`src/sv/prfl_pkg.sv`:
```
// Shared constants, register indexes and command types for the page replacement unit.
package prfl_pkg;

  // Table geometry
  localparam int NUM_PAGES  = 32;
  localparam int NUM_FRAMES = 16;
  localparam int PAGE_BYTES = 256;

  localparam int PAGE_W     = $clog2(NUM_PAGES);
  localparam int FRAME_W    = $clog2(NUM_FRAMES);
  localparam int CNT_FR_W   = $clog2(NUM_FRAMES + 1);
  localparam int PAGE_SHIFT = $clog2(PAGE_BYTES);
  localparam int PRE_CNT    = (NUM_FRAMES < NUM_PAGES) ? NUM_FRAMES : NUM_PAGES;

  // Field widths
  localparam int ADDR_W   = 13;
  localparam int FCNT_W   = 16;
  localparam int CFG_IDX_W = 2;

  // Stream widths (whole bytes)
  localparam int IN_TDATA_W  = 16;
  localparam int OUT_FIELD_W = 1 + PAGE_W + FRAME_W + 1 + PAGE_W + 1 + FCNT_W;
  localparam int OUT_TDATA_W = ((OUT_FIELD_W + 7) / 8) * 8;

  // Configuration register indexes
  localparam logic [CFG_IDX_W-1:0] REG_USE_LRU   = 2'd0;
  localparam logic [CFG_IDX_W-1:0] REG_PREPAGING = 2'd1;

  // Commands from the controller to the datapath
  typedef struct packed {
    logic cfg_wr;   // configuration transaction: write register, reinitialize tables
    logic load;     // input transaction: capture page and access kind
    logic look;     // table lookup, pick frame and victim
    logic update;   // apply table and order list changes, load result
  } cmd_t;

endpackage

```
`src/sv/prfl_ctrl.sv`:
```
// Controller state machine: handshakes and sequencing of one access.
module prfl_ctrl (
  input  logic           clk,
  input  logic           rst_n,
  input  logic           in_tvalid,
  output logic           in_tready,
  output logic           out_tvalid,
  input  logic           out_tready,
  input  logic           cfg_valid,
  output logic           cfg_ready,
  output prfl_pkg::cmd_t cmd
);

  typedef enum logic [1:0] {
    S_IDLE,
    S_LOOK,
    S_UPD,
    S_SEND
  } state_t;

  state_t state_r;
  logic   in_tready_r;
  logic   out_tvalid_r;

  // Drive commands from the current state; a configuration write goes first
  always_comb begin
    cmd.cfg_wr = cfg_valid && in_tready_r;
    cmd.load   = in_tvalid && in_tready_r && !cfg_valid;
    cmd.look   = (state_r == S_LOOK);
    cmd.update = (state_r == S_UPD);
  end

  // Hold state and handshake outputs
  always_ff @(posedge clk) begin
    if (!rst_n) begin
      state_r      <= S_IDLE;
      in_tready_r  <= 1'b1;
      out_tvalid_r <= 1'b0;
    end else begin
      case (state_r)
        S_IDLE: begin
          if (cmd.load) begin
            state_r     <= S_LOOK;
            in_tready_r <= 1'b0;
          end
        end
        S_LOOK: begin
          state_r <= S_UPD;
        end
        S_UPD: begin
          state_r      <= S_SEND;
          out_tvalid_r <= 1'b1;
        end
        S_SEND: begin
          if (out_tready) begin
            state_r      <= S_IDLE;
            out_tvalid_r <= 1'b0;
            in_tready_r  <= 1'b1;
          end
        end
        default: begin
          state_r      <= S_IDLE;
          in_tready_r  <= 1'b1;
          out_tvalid_r <= 1'b0;
        end
      endcase
    end
  end

  assign in_tready  = in_tready_r && !cfg_valid;
  assign cfg_ready  = in_tready_r;
  assign out_tvalid = out_tvalid_r;

endmodule

```
`src/sv/prfl_dp.sv`:
```
// Datapath: page table, frame owners, replacement order list, fault counter, result register.
module prfl_dp (
  input  logic                                 clk,
  input  logic                                 rst_n,
  input  prfl_pkg::cmd_t                       cmd,
  input  logic [prfl_pkg::CFG_IDX_W-1:0]       cfg_index,
  input  logic                                 cfg_data,
  input  logic [prfl_pkg::IN_TDATA_W-1:0]      in_tdata,
  input  logic                                 in_tuser,
  output logic [prfl_pkg::OUT_TDATA_W-1:0]     out_tdata
);

  localparam int NP  = prfl_pkg::NUM_PAGES;
  localparam int NF  = prfl_pkg::NUM_FRAMES;
  localparam int PW  = prfl_pkg::PAGE_W;
  localparam int FW  = prfl_pkg::FRAME_W;
  localparam int CW  = prfl_pkg::CNT_FR_W;
  localparam int KW  = prfl_pkg::FCNT_W;

  // Configuration
  logic use_lru_r, prepaging_r;
  logic use_lru_nxt, prepaging_nxt;
  logic cfg_known;

  // Tables
  logic [NP-1:0]  valid_r, valid_nxt;
  logic [NP-1:0]  dirty_r, dirty_nxt;
  logic [FW-1:0]  map_r   [NP];
  logic [PW-1:0]  owner_r [NF];
  logic [FW-1:0]  list_r  [NF];
  logic [FW-1:0]  list_nxt[NF];
  logic [CW-1:0]  len_r, len_nxt;
  logic [CW-1:0]  fiu_r, fiu_nxt;
  logic [KW-1:0]  fcnt_r, fcnt_nxt;

  // Current access and lookup results
  logic [PW-1:0]  page_r;
  logic           write_r;
  logic           hit_r, evict_r;
  logic [FW-1:0]  frame_r;
  logic [PW-1:0]  evp_r;
  logic [prfl_pkg::OUT_TDATA_W-1:0] out_r;

  // Lookup stage logic
  logic           hit_c, evict_c;
  logic [FW-1:0]  frame_c;

  // Update stage logic
  logic           found;
  logic [FW-1:0]  pos;
  logic           rm_en, push_en;
  logic [CW-1:0]  len_a;
  logic           wb_c;

  // Pick configuration values after a write; other indexes are ignored
  always_comb begin
    use_lru_nxt   = use_lru_r;
    prepaging_nxt = prepaging_r;
    cfg_known     = (cfg_index == prfl_pkg::REG_USE_LRU) ||
                    (cfg_index == prfl_pkg::REG_PREPAGING);
    if (cfg_index == prfl_pkg::REG_USE_LRU) begin
      use_lru_nxt = cfg_data;
    end
    if (cfg_index == prfl_pkg::REG_PREPAGING) begin
      prepaging_nxt = cfg_data;
    end
  end

  // Look up the page, pick the frame that serves it
  always_comb begin
    hit_c   = valid_r[page_r];
    evict_c = !hit_c && (prepaging_r || (fiu_r >= CW'(NF))) && (len_r != '0);
    if (hit_c) begin
      frame_c = map_r[page_r];
    end else if (evict_c) begin
      frame_c = list_r[0];
    end else begin
      frame_c = fiu_r[FW-1:0];
    end
  end

  // Find the frame's place in the order list
  always_comb begin
    found = 1'b0;
    pos   = '0;
    for (int i = 0; i < NF; i++) begin
      if (!found && (CW'(i) < len_r) && (list_r[i] == frame_r)) begin
        found = 1'b1;
        pos   = FW'(i);
      end
    end
  end

  // Remove an entry and push the frame at the recent end
  always_comb begin
    rm_en   = hit_r ? (use_lru_r && found) : evict_r;
    push_en = !hit_r || use_lru_r;
    len_a   = len_r - CW'(rm_en);
    for (int i = 0; i < NF; i++) begin
      if (rm_en && (FW'(i) >= (hit_r ? pos : '0)) && (i < NF - 1)) begin
        list_nxt[i] = list_r[(i < NF - 1) ? i + 1 : i];
      end else begin
        list_nxt[i] = list_r[i];
      end
    end
    len_nxt = len_a;
    if (push_en && (len_a < CW'(NF))) begin
      list_nxt[len_a[FW-1:0]] = frame_r;
      len_nxt = len_a + CW'(1);
    end
  end

  // Valid, dirty, counters for the update stage
  always_comb begin
    wb_c      = dirty_r[evp_r];
    valid_nxt = valid_r;
    dirty_nxt = dirty_r;
    fiu_nxt   = fiu_r;
    fcnt_nxt  = fcnt_r;
    if (!hit_r) begin
      if (fcnt_r != '1) begin
        fcnt_nxt = fcnt_r + KW'(1);
      end
      if (evict_r) begin
        valid_nxt[evp_r] = 1'b0;
        dirty_nxt[evp_r] = 1'b0;
      end else if (fiu_r < CW'(NF)) begin
        fiu_nxt = fiu_r + CW'(1);
      end
      valid_nxt[page_r] = 1'b1;
    end
    if (write_r) begin
      dirty_nxt[page_r] = 1'b1;
    end
  end

  // Control state: configuration, valid and dirty marks, counts
  always_ff @(posedge clk) begin
    if (!rst_n) begin
      use_lru_r   <= 1'b0;
      prepaging_r <= 1'b0;
      valid_r     <= '0;
      dirty_r     <= '0;
      len_r       <= '0;
      fiu_r       <= '0;
      fcnt_r      <= '0;
    end else if (cmd.cfg_wr && cfg_known) begin
      use_lru_r   <= use_lru_nxt;
      prepaging_r <= prepaging_nxt;
      dirty_r     <= '0;
      fcnt_r      <= '0;
      for (int i = 0; i < NP; i++) begin
        valid_r[i] <= prepaging_nxt && (i < prfl_pkg::PRE_CNT);
      end
      len_r <= prepaging_nxt ? CW'(prfl_pkg::PRE_CNT) : '0;
      fiu_r <= prepaging_nxt ? CW'(prfl_pkg::PRE_CNT) : '0;
    end else if (cmd.update) begin
      valid_r <= valid_nxt;
      dirty_r <= dirty_nxt;
      len_r   <= len_nxt;
      fiu_r   <= fiu_nxt;
      fcnt_r  <= fcnt_nxt;
    end
  end

  // Payload tables: preload identity; list written per update, map and owner per fault
  always_ff @(posedge clk) begin
    if (cmd.cfg_wr && cfg_known) begin
      if (prepaging_nxt) begin
        for (int i = 0; i < prfl_pkg::PRE_CNT; i++) begin
          map_r[i]   <= FW'(i);
          owner_r[i] <= PW'(i);
          list_r[i]  <= FW'(i);
        end
      end
    end else if (cmd.update) begin
      list_r <= list_nxt;
      if (!hit_r) begin
        map_r[page_r]    <= frame_r;
        owner_r[frame_r] <= page_r;
      end
    end
  end

  // Capture the access, hold lookup results, load the result register
  always_ff @(posedge clk) begin
    if (cmd.load) begin
      page_r  <= in_tdata[prfl_pkg::PAGE_SHIFT +: PW];
      write_r <= in_tuser;
    end
    if (cmd.look) begin
      hit_r   <= hit_c;
      evict_r <= evict_c;
      frame_r <= frame_c;
      evp_r   <= owner_r[list_r[0]];
    end
    if (cmd.update) begin
      out_r <= prfl_pkg::OUT_TDATA_W'({
        fcnt_nxt,
        evict_r && wb_c,
        evict_r ? evp_r : PW'(0),
        evict_r,
        frame_r,
        page_r,
        !hit_r
      });
    end
  end

  assign out_tdata = out_r;

endmodule

```
`src/sv/page_replacement_fifo_lru_top.sv`:
```
// Top level of the page replacement unit: controller and datapath.
//
// Each access (13-bit address, read or write) is mapped to page address[12:8] and looked
// up in a 32-entry page table backed by 16 frames. A hit keeps the mapping; with use_lru
// set, its frame moves to the recent end of the order list. A miss counts a fault
// (saturating at 65535), then takes the next free frame or evicts the front of the order
// list (oldest loaded in FIFO mode, least recently used in LRU mode), reporting the evicted
// page and a write-back when that page was dirty. A write access marks its page dirty.
// Writing either configuration register reinitializes all tables; writes to other indexes
// are ignored. With prepaging set, pages 0 to 15 start mapped to frames 0 to 15. One
// access is handled at a time: after the input transaction the controller steps through
// the table lookup, the order list and table update and the result valid states, and
// the next input transaction is taken the cycle after the output transaction. Handling
// one access at a time is set by the read-modify-write of the order list that the next
// access depends on. Configuration writes are taken only while no access is in progress
// and go ahead of a waiting access.
module page_replacement_fifo_lru_top (
  input  logic                                 clk,
  input  logic                                 rst_n,
  input  logic                                 in_tvalid,
  output logic                                 in_tready,
  input  logic [prfl_pkg::IN_TDATA_W-1:0]      in_tdata,   // [12:0] address, [15:13] zero
  input  logic                                 in_tuser,   // [0] action (1 write)
  output logic                                 out_tvalid,
  input  logic                                 out_tready,
  // [0] fault, [5:1] page, [9:6] frame_slot, [10] evicted, [15:11] evicted_page,
  // [16] write_back, [32:17] fault_total, [39:33] zero
  output logic [prfl_pkg::OUT_TDATA_W-1:0]     out_tdata,
  input  logic                                 cfg_valid,
  output logic                                 cfg_ready,
  input  logic [prfl_pkg::CFG_IDX_W-1:0]       cfg_index,
  input  logic                                 cfg_data
);

  prfl_pkg::cmd_t cmd;

  prfl_ctrl u_ctrl (
    .clk        (clk),
    .rst_n      (rst_n),
    .in_tvalid  (in_tvalid),
    .in_tready  (in_tready),
    .out_tvalid (out_tvalid),
    .out_tready (out_tready),
    .cfg_valid  (cfg_valid),
    .cfg_ready  (cfg_ready),
    .cmd        (cmd)
  );

  prfl_dp u_dp (
    .clk       (clk),
    .rst_n     (rst_n),
    .cmd       (cmd),
    .cfg_index (cfg_index),
    .cfg_data  (cfg_data),
    .in_tdata  (in_tdata),
    .in_tuser  (in_tuser),
    .out_tdata (out_tdata)
  );

endmodule

```
`config.mk`:
```
export PLATFORM = sky130hd
export DESIGN_NAME = page_replacement_fifo_lru_top
export DESIGN_NICKNAME = d
export VERILOG_FILES = /design/src/sv/prfl_pkg.sv /design/src/sv/prfl_ctrl.sv /design/src/sv/prfl_dp.sv /design/src/sv/page_replacement_fifo_lru_top.sv
export SDC_FILE = /design/constraint.sdc
export NUM_CORES = 1
export LEC_CHECK = 0
export BUFFER_PORTS_ARGS = -buffer_cell sky130_fd_sc_hd__buf_4
export CORE_AREA = 3 3 251 253
export CTS_BUF_LIST = sky130_fd_sc_hd__clkbuf_4 sky130_fd_sc_hd__clkbuf_8
export DETAILED_ROUTE_END_ITERATION = 10
export DIE_AREA = 0 0 254 256
export GPL_ROUTABILITY_DRIVEN = 0
export HOLD_SLACK_MARGIN = 0.03
export PLACE_DENSITY_LB_ADDON = 0.2
export SYNTH_ARGS = -nofsm -noshare
export SYNTH_HDL_FRONTEND = slang
export SYNTH_SLANG_ARGS = --single-unit
```
`constraint.sdc`:
```
create_clock -name clk -period 8.55 [get_ports clk]
set_clock_uncertainty 0.2 [all_clocks]
set_input_delay 0.4275 -clock clk [delete_from_list [all_inputs] [get_ports clk]]
set_output_delay 0.4275 -clock clk [all_outputs]
set_load 0.005 [all_outputs]
```
# Word level (Yosys, flattened, before mapping)
# Memory sizes are Yosys's and may differ from the RTL's. A register that Yosys moved wholly into a read port is not among the register bits.
# Index checks and enable logic that the tools add are counted.
totals:
  regBits: 205
  word_cells: 321
  output_inout_bits: 43
  mem_bits_rw: 208
  input_bits: 25
  memories: 2
op_classes:
  n_reduce_logical: 100
  add_sub_neg: 4
  n_eq_ne: 26
  bitwise: 8
  magnitude_cmp: 40
  n_mux: 107
mem_list:
  columns: ["memory", "depth", "word_bits", "rd", "rd_clocked_by_memory_dff", "wr", "line_no", "text"]
  rows:
  - ["u_dp.map_r", 32, 4, 1, 1, 16, "prfl_dp.sv:28", "logic [FW-1:0] map_r [NP];"]
  - ["u_dp.owner_r", 16, 5, 1, 1, 16, "prfl_dp.sv:29", "logic [PW-1:0] owner_r [NF];"]
op_table:
  columns: ["op", "count"]
  rows:
  - ["$mux 64", 4]
  - ["$mux 32", 5]
  - ["$mux 4", 35]
  - ["$mux 16", 5]
  - ["$and 32x32->32", 2]
  - ["$bwmux 64", 1]
  - ["$eq 4x4->1", 16]
  - ["$or 32x32->32", 2]
  - ["$mux 5", 12]
  - ["$logic_and 1x1->1", 59]
  - ["$lt 4x5->1 const A", 8]
  - ["$mux 1", 35]
  - ["$not 32->32", 1]
  - ["$ge 4x4->1 const A", 7]
  - ["$lt 3x5->1 const A", 4]
  - ["$logic_not 1->1", 18]
  - ["$add 16x1->16 const B", 1]
  - ["$demux 4 s4", 1]
  - ["$ge 3x4->1 const A", 4]
  - ["$ne 16x16->1 const B", 1]
  - ["$lt 5x6->1 const B", 2]
  - ["$reduce_and 2->1", 6]
  - ["$add 5x1->5 const B", 2]
  - ["$bmux 1 s5", 2]
  - ["other kinds (28)", 52]

# Logic depth before layout (Yosys ltp)
# Gate-level depths: netlist of the first run.
depth:
  depth_word: 75
  ltp_mapped: 20

# Modules after synthesis
# A second synthesis of the first run with hierarchy kept.
hier_totals:
  hier_cells: 1897
  area_unflattened_um2: 21280.4
modules_own_cells:
  columns: ["module", "area_per_inst_um2", "n_inst", "cells_each", "seq_area_each_um2"]
  rows:
  - ["prfl_dp", 20980.1, 1, 1864, 11611.1]
  - ["prfl_ctrl", 300.3, 1, 33, 80.1]

# Least setup slack after synthesis of the first run
# OpenSTA, ideal clock, no wires.
synth_path:
  path_kind: "register to register"
  from: "register u_dp.frame_r[3]"
  to: "register u_dp.list_r[12] (netlist name) (data pin)"
  n_path_buf: 4
  setup_slack_ns: 3.708
  required_ns: 8.081
  setup_time_ns: 0.269
  path_stages_with_launch: 18
  period_less_slack_ns: 4.842
  arrival_ns: 4.374
  path_cell_list: "edfxtp_1 > buf_4 > buf_2 > xor2_1 > o41a_1 > o21ai_0 > nor2_1 > a22oi_2 > ha_1 > ha_1 > nor3b_1 > xnor2_1 > o21a_1 > clkbuf_1 > clkbuf_1 > nand3_1 > o21ai_0 > a21oi_1"
synth_via:
  elab_chain_cells: 75
  elab_cells_between_ends: 112
  cone_classes: "add/sub: 1; order compare: 4; eq/ne: 16; mux: 40; bitwise: 1; reduce/logical: 50"
synth_rtl:
  columns: ["element", "line_no", "text"]
  rows:
  - ["start, declared", "prfl_dp.sv:40", "logic [FW-1:0] frame_r;"]
  - ["start signal, assigned", "prfl_dp.sv:194", "frame_r <= frame_c;"]
  - ["$eq 4x4->1", "prfl_dp.sv:87", "if (!found && (CW'(i) < len_r) && (list_r[i] == frame_r)) begin"]
  - ["$logic_and 1x1->1", "prfl_dp.sv:87", null]
  - ["$mux 1", "prfl_dp.sv:87", null]
  - ["$logic_not 1->1", "prfl_dp.sv:87", null]
  - ["$logic_and 1x1->1 (2 in series)", "prfl_dp.sv:87", null]
  - ["$mux 1", "prfl_dp.sv:87", null]
  - ["$logic_not 1->1", "prfl_dp.sv:87", null]
  - ["$logic_and 1x1->1 (2 in series)", "prfl_dp.sv:87", null]
  - ["(+57 left out)", null, null]
  - ["$ge 5x5->1 (not written as such) / $lt 5x1->1 (equally long branches)", "prfl_dp.sv:108", "list_nxt[len_a[FW-1:0]] = frame_r;"]
  - ["$logic_and 1x1->1 (not written as such)", "prfl_dp.sv:108", null]
  - ["$mux 4 (not written as such)", "prfl_dp.sv:108", null]
  - ["$demux 4 s4", "prfl_dp.sv:108", null]
  - ["$bwmux 64", "prfl_dp.sv:108", null]
  - ["$mux 64 *", "prfl_dp.sv:107", "if (push_en && (len_a < CW'(NF))) begin"]
  - ["$mux 64 *", "prfl_dp.sv:176", "end else if (cmd.update) begin"]
  - ["$mux 64 *", "prfl_dp.sv:168", "if (cmd.cfg_wr && cfg_known) begin"]
  - ["end signal, assigned by index", "prfl_dp.sv:173", "list_r[i] <= FW'(i);"]
  - ["end signal, assigned", "prfl_dp.sv:177", "list_r <= list_nxt;"]
  - ["end, declared", "prfl_dp.sv:30", "logic [FW-1:0] list_r [NF];"]
# Mark *: on every way between the ends. The rest lies on a longest branch, timed or not. The select of a mux whose other input is x is not followed.
# A chain may end at the register's enable or synchronous reset.

# Worst setup path after layout of the first run
layout_path:
  from: "register u_dp.frame_r[1]"
  to: "register u_dp.list_r[21] (netlist name) (data pin)"
# The elaborated chain is that of the path after synthesis.

==> flow_metrics.tcl, run 1 <==
set metrics [dict create \
    status "finished clean" \
    cts-root-buf "clkbuf_8" \
    slew_headroom_pct 25.9 \
    p_comb_share_pct 28.1 \
    first_iter_violations 1128 \
    final_antenna_net_count 0 \
    rsz0062_at_grt "false" \
    synth_seq_cells 423 \
    area_growth_pct 12.3 \
    cts_tree "built" \
    min_delay_path_depth 5 \
    preCtsSetupSlack_ns 2.35 \
    port_buffers 49 \
    synth_area_per_cell_sq_um 11.7 \
    p_leak_nw 7.86 \
    critPathCaptureType "flop" \
    cp-startpoint "u_dp.frame_r[1]" \
    intPower_mw 4.25 \
    place_hpwl_microns 36800 \
    reg2reg_to "u_dp.list_r[21]" \
    timing.final.max_slew_violations 0 \
    r2r_start "u_dp.frame_r[1]" \
    routed_wl_microns 57200 \
    synth-async-reset-ratio_pct 0 \
    fillCellCount 5896 \
    cts_resized 0 \
    reg2reg_depth 15 \
    dieWidth_microns 254 \
    crit_path_max_fanout 21 \
    synthTopCellsByArea "edfxtp_1 46%, dfxtp_1 9.5%, mux4_2 8.6%" \
    core_region_area_sq_um 61300 \
    avgRoutedWirePerCell_microns 21.3 \
    die_h_microns 256 \
    clkPwrFrac_pct 29.3 \
    io_pins 68 \
    finalCritPeriodShare_pct 72.4 \
    ys_warn_count 0 \
    fin_ws_ns 2.36 \
    clock-sinks 423 \
    tightestPinTransition_ns 1.10 \
    seqPwrFrac_pct 42.6 \
    die-area_sq_um 65000 \
    finalCriticalPeriod_ns 6.19 \
    drc 0 \
    setup-tns-final_ns 0 \
    vias 14532 \
    overflow 0 \
    multi_input_area_sq_um 8830 \
    synth-edff-count 322 \
    cts_buffer_depth 3 \
    antenna_found_initial 3 \
    whs_ns 0.162 \
    ir_worst_vdd_uv 132 \
    final_nets 1870 \
    required_ns 8.84 \
    numCtsBuffers 76 \
    yosysTopAreaCell "edfxtp_1" \
    synth.top_cell.area_share_pct 45.6 \
    num_rows 91 \
    grt_pass1_vias 14870 \
    min_path_type "in2reg" \
    drv_cap 0 \
    drt-vias-per-instance 5.42 \
    clk_latency_ns 0.66 \
    initial_utilization_pct 34.6 \
    hold_viol 0 \
    ys_seq_area_share_pct 55.2 \
    synth-main-ff-cell "edfxtp_1" \
    p_switching_mw 2.22 \
    start_kind "flop" \
    hold_start "cfg_index[1]" \
    dpl_cell_area_sq_um 22200 \
    drive_gt1_share_pct 17.7 \
    fmax_ghz 0.162 \
    ff2ff_setup_slack_ns 2.36 \
    arrival_ns 6.48 \
    finalInstanceArea_sq_um 23800 \
    finalSetupViolCount 0 \
    grt_pass1_wl_microns 89200 \
    ff_latch_area_sq_um 11700 \
    synth_cells 1807 \
    clk_pin_slew_ns 0.06 \
    ys_types 76 \
    grtUsageTotal_pct 17.7 \
    powerDensity_nw_per_um2 272 \
    switching_share_pct 34.3 \
    min_delay_worst_endpoint "u_dp.prepaging_r" \
    worst-setup-path-type "reg2reg" \
    syn-cell-area_sq_um 21200 \
    firstDrtPassIters 5 \
    grt_max_degree 67 \
    cts.htree.levels 3 \
]
## sequential cells by signal (all words and copies together), names as in the netlist, 2 cells and up, named ones only
register / count
u_dp.list_r: 64
u_dp.fcnt_r: 16
u_dp.len_r: 5
u_dp.evp_r: 5
u_dp.fiu_r: 5
u_dp.owner_r: 80
u_dp.page_r: 5
u_dp.out_tdata: 33
u_ctrl.state_r: 2
u_dp.dirty_r: 32
u_dp.valid_r: 32
u_dp.map_r: 128
u_dp.frame_r: 4
## layer usage
| layer | share of wire, % | vias to the layer above | track usage [%] |
|---|---|---|---|
| li1 | - | 6753 | - |
| met1 | 45 | 7294 | 24.0 |
| met2 | 48 | 394 | 28.9 |
| met3 | 5.3 | 91 | 3.03 |
| met4 | 2.2 | 0 | 5.65 |
| met5 | 0 | - | 0 |
## cell usage after synthesis (8+ instances only)
| master | instances |
|---|---|
| edfxtp_1 | 322 |
| nand2_1 | 154 |
| nor2_1 | 138 |
| o21ai_0 | 133 |
| clkbuf_1 | 112 |
| dfxtp_1 | 101 |
| a21oi_1 | 91 |
| mux4_2 | 81 |
| mux2i_1 | 68 |
| and2_1 | 57 |
| or3_1 | 50 |
| nand3_1 | 49 |
| xor2_1 | 49 |
| xnor2_1 | 46 |
| nor3_1 | 38 |
| inv_1 | 23 |
| and3_1 | 18 |
| nand2b_1 | 17 |
| nor4_1 | 16 |
| or2_2 | 16 |
| nand4_1 | 15 |
| nor2b_1 | 15 |
| ha_1 | 13 |
| a211oi_1 | 12 |
| buf_1 | 12 |
| o21a_1 | 12 |
| a31oi_1 | 11 |
| buf_4 | 10 |
| mux2_2 | 10 |
| a22oi_1 | 8 |
| buf_2 | 8 |
| o211a_1 | 8 |
| o221a_2 | 8 |
## cells by family (layout without fill, tap and decap cells)
| family | after synthesis | after routing | synth area share (%) |
|---|---|---|---|
| simple gates | 606 | 606 | 14.2 |
| flops | 423 | 423 | 55.2 |
| compound gates | 335 | 335 | 9.91 |
| buf+inv | 171 | 246 | 3.37 |
| mux | 163 | 163 | 12.6 |
| xor+xnor | 95 | 95 | 3.93 |
| fa+ha+maj | 13 | 13 | 0.768 |
| other cells | 1 | 9 | 0.0177 |
## area by class of cell
cell class	count	share of cell area (%)
inverter	25	0.395
clock buffer	100	5.31
tap	790	4.16
timing repair buffer	87	2.88
sequential	423	49.2
antenna	2	0.0210
clock inverter	34	0.931
multi-input combinational	1219	37.1
## worst max-delay path, stage by stage, from the launching register on
cell	delay, ns
edfxtp_1	0.78
buf_4	0.41
xnor2_1	0.17
nand4_2	0.22
nor3_1	0.32
or4b_1	0.34
and4b_2	0.31
a22oi_2	0.45
ha_1	0.28
ha_1	0.39
nor3b_1	0.28
xnor2_1	0.19
o21a_1	0.72
nand3_1	0.43
and4_1	0.33
nor3_1	0.19
## power by group through the flow
stage               logic, mW  registers, mW  clock network [mW]
floorplan                1.35           2.69                   0
global placement         1.80           2.79                   0
detailed placement       1.82           2.80                   0
CTS                      1.83           2.76                1.95
global route             2.01           2.79                2.03
finish                   1.81           2.76                1.89
## through the flow
step | total power, mW | std cells | util [%]
3_3_place_gp | 4.59 | 2531 | 36.2
4_1_cts | 6.54 | 2678 | 38.8
3_5_place_dp | 4.62 | 2531 | 36.2
5_1_grt | 6.82 | 2680 | 38.8
6_report | 6.47 | 2680 | 38.8
2_1_floorplan | 4.04 | 1813 | -
## worst max path at each step
stage,slack [ns],to,depth (start not counted)
2_1_floorplan,3.71,u_dp.list_r[12],17
3_3_place_gp,2.53,u_dp.list_r[21],15
3_5_place_dp,2.35,u_dp.list_r[21],15
4_1_cts,2.31,u_dp.list_r[21],15
5_1_grt,1.76,u_dp.list_r[21],15
6_report,2.36,u_dp.list_r[21],15
## placed cells by master (no fill, tap or decap), drive strengths merged, types with 9 or more instances in the layout
| cell type | synthesis | routed |
|---|---|---|
| dfxtp | 101 | 101 |
| buf | 33 | 74 |
| edfxtp | 322 | 322 |
| nand2b | 17 | 17 |
| o21a | 12 | 12 |
| mux4 | 81 | 81 |
| inv | 23 | 26 |
| clkbuf | 113 | 100 |
| xnor2 | 46 | 46 |
| xor2 | 49 | 49 |
| a22oi | 9 | 9 |
| nand4 | 17 | 17 |
| or3 | 50 | 50 |
| a21oi | 92 | 92 |
| nor2 | 138 | 138 |
| nor3 | 39 | 39 |
| clkinv | 2 | 30 |
| a211oi | 12 | 12 |
| and3 | 18 | 18 |
| a31oi | 13 | 13 |
| ha | 13 | 13 |
| and2 | 57 | 57 |
| nand2 | 155 | 155 |
| dlygate4sd3 | 0 | 13 |
| nor4 | 17 | 17 |
| nor2b | 15 | 15 |
| mux2i | 68 | 68 |
| or2 | 16 | 16 |
| mux2 | 14 | 14 |
| nand3 | 49 | 49 |
| o21ai | 139 | 139 |
## what timing repair did
action,in CTS,in global routing
setup buffers,0,0
endpoints found under the hold margin,35,0
hold buffers,13,0
Note: power is estimated with default switching activity, not from simulation.
==> run 2: changes to the inputs <==
Clock period 8.55 ns to 6.1 ns, I/O delays scaled along.
==> flow_metrics.tcl, run 2 (synthesis results as in run 1) <==
set metrics [dict create \
    status "finished clean" \
    clk_latency_ns 0.65 \
    cp.buffers_inverters 1 \
    core_region_area_sq_um 61300 \
    utilization_pct 39.1 \
    min_path_type "in2reg" \
    fin_ws_ns 0.987 \
    layout_commonest_cell "edfxtp_1" \
    seqPwrFrac_pct 42.6 \
    largest_reg_flops 128 \
    required_ns 6.37 \
    crit_top_cell "ha_1" \
    dpl_cell_area_sq_um 22300 \
    fmax_ghz 0.196 \
    min_delay_worst_endpoint "u_dp.prepaging_r" \
    hold_viol 0 \
    worst-setup-path-type "reg2reg" \
    critPathCaptureType "flop" \
    numCtsBuffers 75 \
    die-area_sq_um 65000 \
    port_buffers 49 \
    drt-vias-per-instance 5.38 \
    slew_headroom_pct 13.5 \
    start_kind "flop" \
    final_antenna_net_count 0 \
    finalSetupViolCount 0 \
    num_rows 91 \
    ir_worst_vdd_uv 145 \
    die_h_microns 256 \
    overflow 0 \
    first_iter_violations 1115 \
    layout_common_cells "322 x edfxtp_1, 152 x nand2_1, 137 x nor2_1" \
    clock-sinks 423 \
    intPower_mw 6.11 \
    io_pins 68 \
    cts-root-buf "clkbuf_8" \
    initial_utilization_pct 34.6 \
    finalCritPeriodShare_pct 83.8 \
    p_switching_mw 3.12 \
    routed_wl_microns 57200 \
    setup-tns-final_ns 0 \
    finalInstanceArea_sq_um 24000 \
    crit_path_max_incr_delay_ns 1.05 \
    ff2ff_setup_slack_ns 0.99 \
    p_comb_share_pct 27.6 \
    hold_start "cfg_index[0]" \
    grt_pass1_wl_microns 88500 \
    rsz0062_at_grt "false" \
    antenna_found_initial 2 \
    vias 14525 \
    final_nets 1885 \
    p_leak_nw 7.97 \
    tightestPinTransition_ns 1.28 \
    clk_pin_slew_ns 0.06 \
    crit_path_max_fanout 22 \
    avgRoutedWirePerCell_microns 21.2 \
    grt_max_degree 61 \
    timing.final.max_slew_violations 0 \
    cp_slowest_cell "edfxtp_1" \
    p_total_mw 9.23 \
    grt_pass1_vias 14700 \
    clkPwrFrac_pct 29.9 \
    drive_gt1_share_pct 18.7 \
    r2r_start "u_dp.frame_r[1]" \
    finalCriticalPeriod_ns 5.11 \
    min_delay_path_depth 4 \
    place_hpwl_microns 38200 \
    reg2reg_depth 14 \
    crit_family "simple AND/OR/NAND/NOR gates" \
    powerDensity_nw_per_um2 385 \
    dieWidth_microns 254 \
    firstDrtPassIters 5 \
    reg_top3 "u_dp.map_r (128), u_dp.owner_r (80), u_dp.list_r (64)" \
    area_growth_pct 13.2 \
    cts_buffer_depth 3 \
    drc 0 \
    preCtsSetupSlack_ns 1.02 \
    path_cells "xnor2_1 > nand4_2 > nor3_1 > or4b_1 > and4b_2 > a22oi_2 > ha_1 > ha_1 > buf_4 > nand2b_1 > o22ai_1 > nand3_1 > nor3b_1 > a211oi_1" \
    cts_tree "built" \
    cts.htree.levels 3 \
    reg2reg_to "u_dp.list_r[46]" \
    arrival_ns 5.39 \
    largest_register "u_dp.map_r" \
    grtUsageTotal_pct 17.6 \
    drv_cap 0 \
    switching_share_pct 33.8 \
]
run 2: worst register-to-register path, delay by kind of cell, from the launching register on:
kind / cells / cell delay, ns
buffers and inverters: 1 / 0.17
adders and majority gates: 2 / 0.42
AOI/OAI and AO/OA: 3 / 0.77
xor gates and xnor gates: 1 / 0.21
DFF: 1 / 1.05
and+or+nand+nor: 7 / 2.13
run 2: stage by stage:
step / hold slack (ns) / cells
after detailed placement: 0.266 / 2548
after CTS: 0.0869 / 2698
after floorplan: 0.204 / 1813
after global routing: 0.174 / 2699
final: 0.147 / 2699
after global placement: 0.254 / 2548
run 2: cell type report:
class	count	area [sq um]
clock buffers	111	1350
flip-flops and latches	423	11700
clock inverters	27	209
multi-input cells	1219	8830
inverters	25	93.8
fillers	5913	37300
diodes	1	2.50
repair buffers	103	803
well taps	790	988
run 2: worst max path at each step:
| stage | start | to | slack, ns | cells past startpoint |
|---|---|---|---|---|
| after global routing | u_dp.frame_r[1] | u_dp.list_r[46] | 0.55 | 14 |
| after floorplan | u_dp.frame_r[3] | u_dp.list_r[12] | 1.26 | 17 |
| after CTS | u_dp.frame_r[1] | u_dp.list_r[46] | 0.93 | 14 |
| after global placement | u_dp.frame_r[1] | u_dp.list_r[46] | 1.00 | 14 |
| final | u_dp.frame_r[1] | u_dp.list_r[46] | 0.99 | 14 |
| after detailed placement | u_dp.frame_r[1] | u_dp.list_r[46] | 1.02 | 14 |
run 2: power groups by stage:
stage	logic (mW)	registers [mW]	clock network [mW]
final	2.54	3.93	2.76
after global routing	2.80	3.97	2.97
after CTS	2.57	3.94	2.84
after detailed placement	2.54	3.99	0
after global placement	2.51	3.99	0
after floorplan	1.89	3.76	0
run 2: metal layers:
metal | track usage (%) | vias up | share of wire, %
li1 | - | 6791 | -
met1 | 24.4 | 7259 | 45
met2 | 27.6 | 382 | 46
met3 | 3.19 | 93 | 5.8
met4 | 6.69 | 0 | 3.1
met5 | 0 | - | 0
run 2: repair_timing:
item / in CTS / in global routing
buffers inserted: 0 / 0
resized for setup: 0 / 0
hold buffers: 12 / 0
endpoints found under the hold margin: 35 / 0
==> run 3: changes to the inputs <==
Clock period 6.1 ns to 4.1 ns, I/O delays scaled along.
==> flow_metrics.tcl, run 3 (synthesis results as in run 1) <==
set metrics [dict create \
    status "finished clean" \
    arrival_ns 4.20 \
    finalCritPeriodShare_pct 97.9 \
    p_leak_nw 8.57 \
    drc 0 \
    clock-sinks 423 \
    crit_path_max_incr_delay_ns 0.47 \
    io_pins 68 \
    setup-tns-final_ns 0 \
    num_rows 91 \
    initial_utilization_pct 34.6 \
    die_h_microns 256 \
    dieWidth_microns 254 \
    ir_worst_vdd_uv 295 \
    overflow 0 \
    clk_latency_ns 0.67 \
    min_path_type "in2reg" \
    fmax_ghz 0.249 \
    routed_wl_microns 59100 \
    place_hpwl_microns 39600 \
    critPathCaptureType "flop" \
    grt_pass1_vias 15000 \
    reg_top3 "u_dp.map_r (128), u_dp.owner_r (80), u_dp.list_r (64)" \
    rsz0062_at_grt "true" \
    dp_cells 2613 \
    required_ns 4.29 \
    worst-setup-path-type "reg2reg" \
    cts.htree.levels 3 \
    layout_common_cells "322 x edfxtp_1, 156 x buf_4, 150 x nand2_1" \
    cts_buffer_depth 3 \
    powerDensity_nw_per_um2 581 \
    drt-vias-per-instance 5.37 \
    largest_reg_flops 128 \
    finalSetupViolCount 0 \
    layout_commonest_cell "edfxtp_1" \
    grt_max_degree 66 \
    preCtsSetupSlack_ns -0.144 \
    hold_viol 0 \
    stdcell_count 2798 \
    path_cells "buf_4 > buf_12 > xor2_1 > o41a_1 > o21ai_1 > nor2_1 > a22oi_2 > ha_2 > ha_4 > nor3b_2 > xnor2_1 > o21a_2 > buf_12 > buf_4 > nand3_4 > o21ai_1 > a21oi_1" \
    cts_tree "built" \
    vias 15033 \
    dpl_cell_area_sq_um 23100 \
    whs_ns 0.0900 \
    grtUsageTotal_pct 17.9 \
    cp_slowest_cell "o41a_1" \
    firstDrtPassIters 5 \
    area_growth_pct 19.4 \
    final_nets 1977 \
    grt_pass1_wl_microns 90200 \
    crit_family "compound AO/OA/AOI/OAI gates" \
    cp.buffers_inverters 4 \
    port_buffers 49 \
    slew_headroom_pct 19.6 \
    core_region_area_sq_um 61300 \
    cts-root-buf "clkbuf_8" \
    ff2ff_setup_slack_ns 0.09 \
    antenna_found_initial 3 \
    fillCellCount 5809 \
    crit_path_max_fanout 27 \
    drive_gt1_share_pct 24.6 \
    avgRoutedWirePerCell_microns 21.1 \
    fin_ws_ns 0.0872 \
    final_antenna_net_count 0 \
    largest_register "u_dp.map_r" \
    numCtsBuffers 80 \
    finalCriticalPeriod_ns 4.01 \
    p_total_mw 14.7 \
    die-area_sq_um 65000 \
    tightestPinTransition_ns 1.20 \
    timing.final.max_slew_violations 0 \
    start_kind "flop" \
    finalInstanceArea_sq_um 25300 \
    drv_cap 0 \
    first_iter_violations 1175 \
    utilization_pct 41.3 \
    clk_pin_slew_ns 0.06 \
]
run 3: changes by cell type in the layout (fill, tap and decap cells not counted), sizes merged:
cell	previous run	this run
bufinv	3	1
inv	26	28
clkinv	22	14
buf	91	165
clkbuf	111	131
dlygate4sd3	12	23
diode	1	2
nand3	49	50
run 3: per-layer routing:
| metal | global-route usage [%] | share of wire [%] | up-vias |
|---|---|---|---|
| met5 | 0 | 0 | - |
| met4 | 5.59 | 2.5 | 0 |
| met3 | 3.51 | 5.3 | 113 |
| met2 | 29.2 | 48 | 408 |
| met1 | 24.2 | 44 | 7512 |
| li1 | - | - | 7000 |
run 3: report_power, final:
part / internal, mW / leakage (nW) / switching (mW)
combinational: 1.96 / 4.09 / 2.70
sequential: 5.29 / 3.58 / 0.430
clock: 2.44 / 0.900 / 1.88
run 3: repair_timing:
| action | in CTS | in global routing |
|---|---|---|
| buffers inserted | 0 | 9 |
| cloned | 0 | 2 |
| hold endpoints to repair | 36 | 0 |
| endpoints found under the setup margin | 24 | 64 |
| hold buffers | 23 | 0 |
| pin swaps | 1 | 15 |
| gates resized for setup | 6 | 38 |
run 3: area by class of cell:
type	instances	area (sq um)	area share (%)
well taps	790	988	3.91
clock inverters	19	150	0.594
clock buffers	130	1530	6.03
multi-input cells	1220	9230	36.5
repair buffers	189	1610	6.35
diodes	2	5.00	0.0198
flip-flops and latches	423	11700	46.2
inverters	25	93.8	0.371
run 3: worst paths after layout:
path / from / to / depth (start not counted)
worst max-delay path: u_dp.frame_r[3] / u_dp.list_r[62] / 17
worst min-delay path: in_tdata[12] / u_dp.page_r[4] / 2
worst max register to register: u_dp.frame_r[3] / u_dp.list_r[62] / 17
worst min register to register: u_dp.dirty_r[3] / u_dp.dirty_r[3] / 2
run 3: worst register-to-register path, cell delays in order (launching register included):
cell and delay [ns]:
edfxtp_1 0.43, buf_4 0.22, buf_12 0.19, xor2_1 0.18, o41a_1 0.47, o21ai_1 0.22, nor2_1 0.07, a22oi_2 0.18
ha_2 0.26, ha_4 0.14, nor3b_2 0.17, xnor2_1 0.16, o21a_2 0.23, buf_12 0.18, buf_4 0.15, nand3_4 0.10
o21ai_1 0.15, a21oi_1 0.06
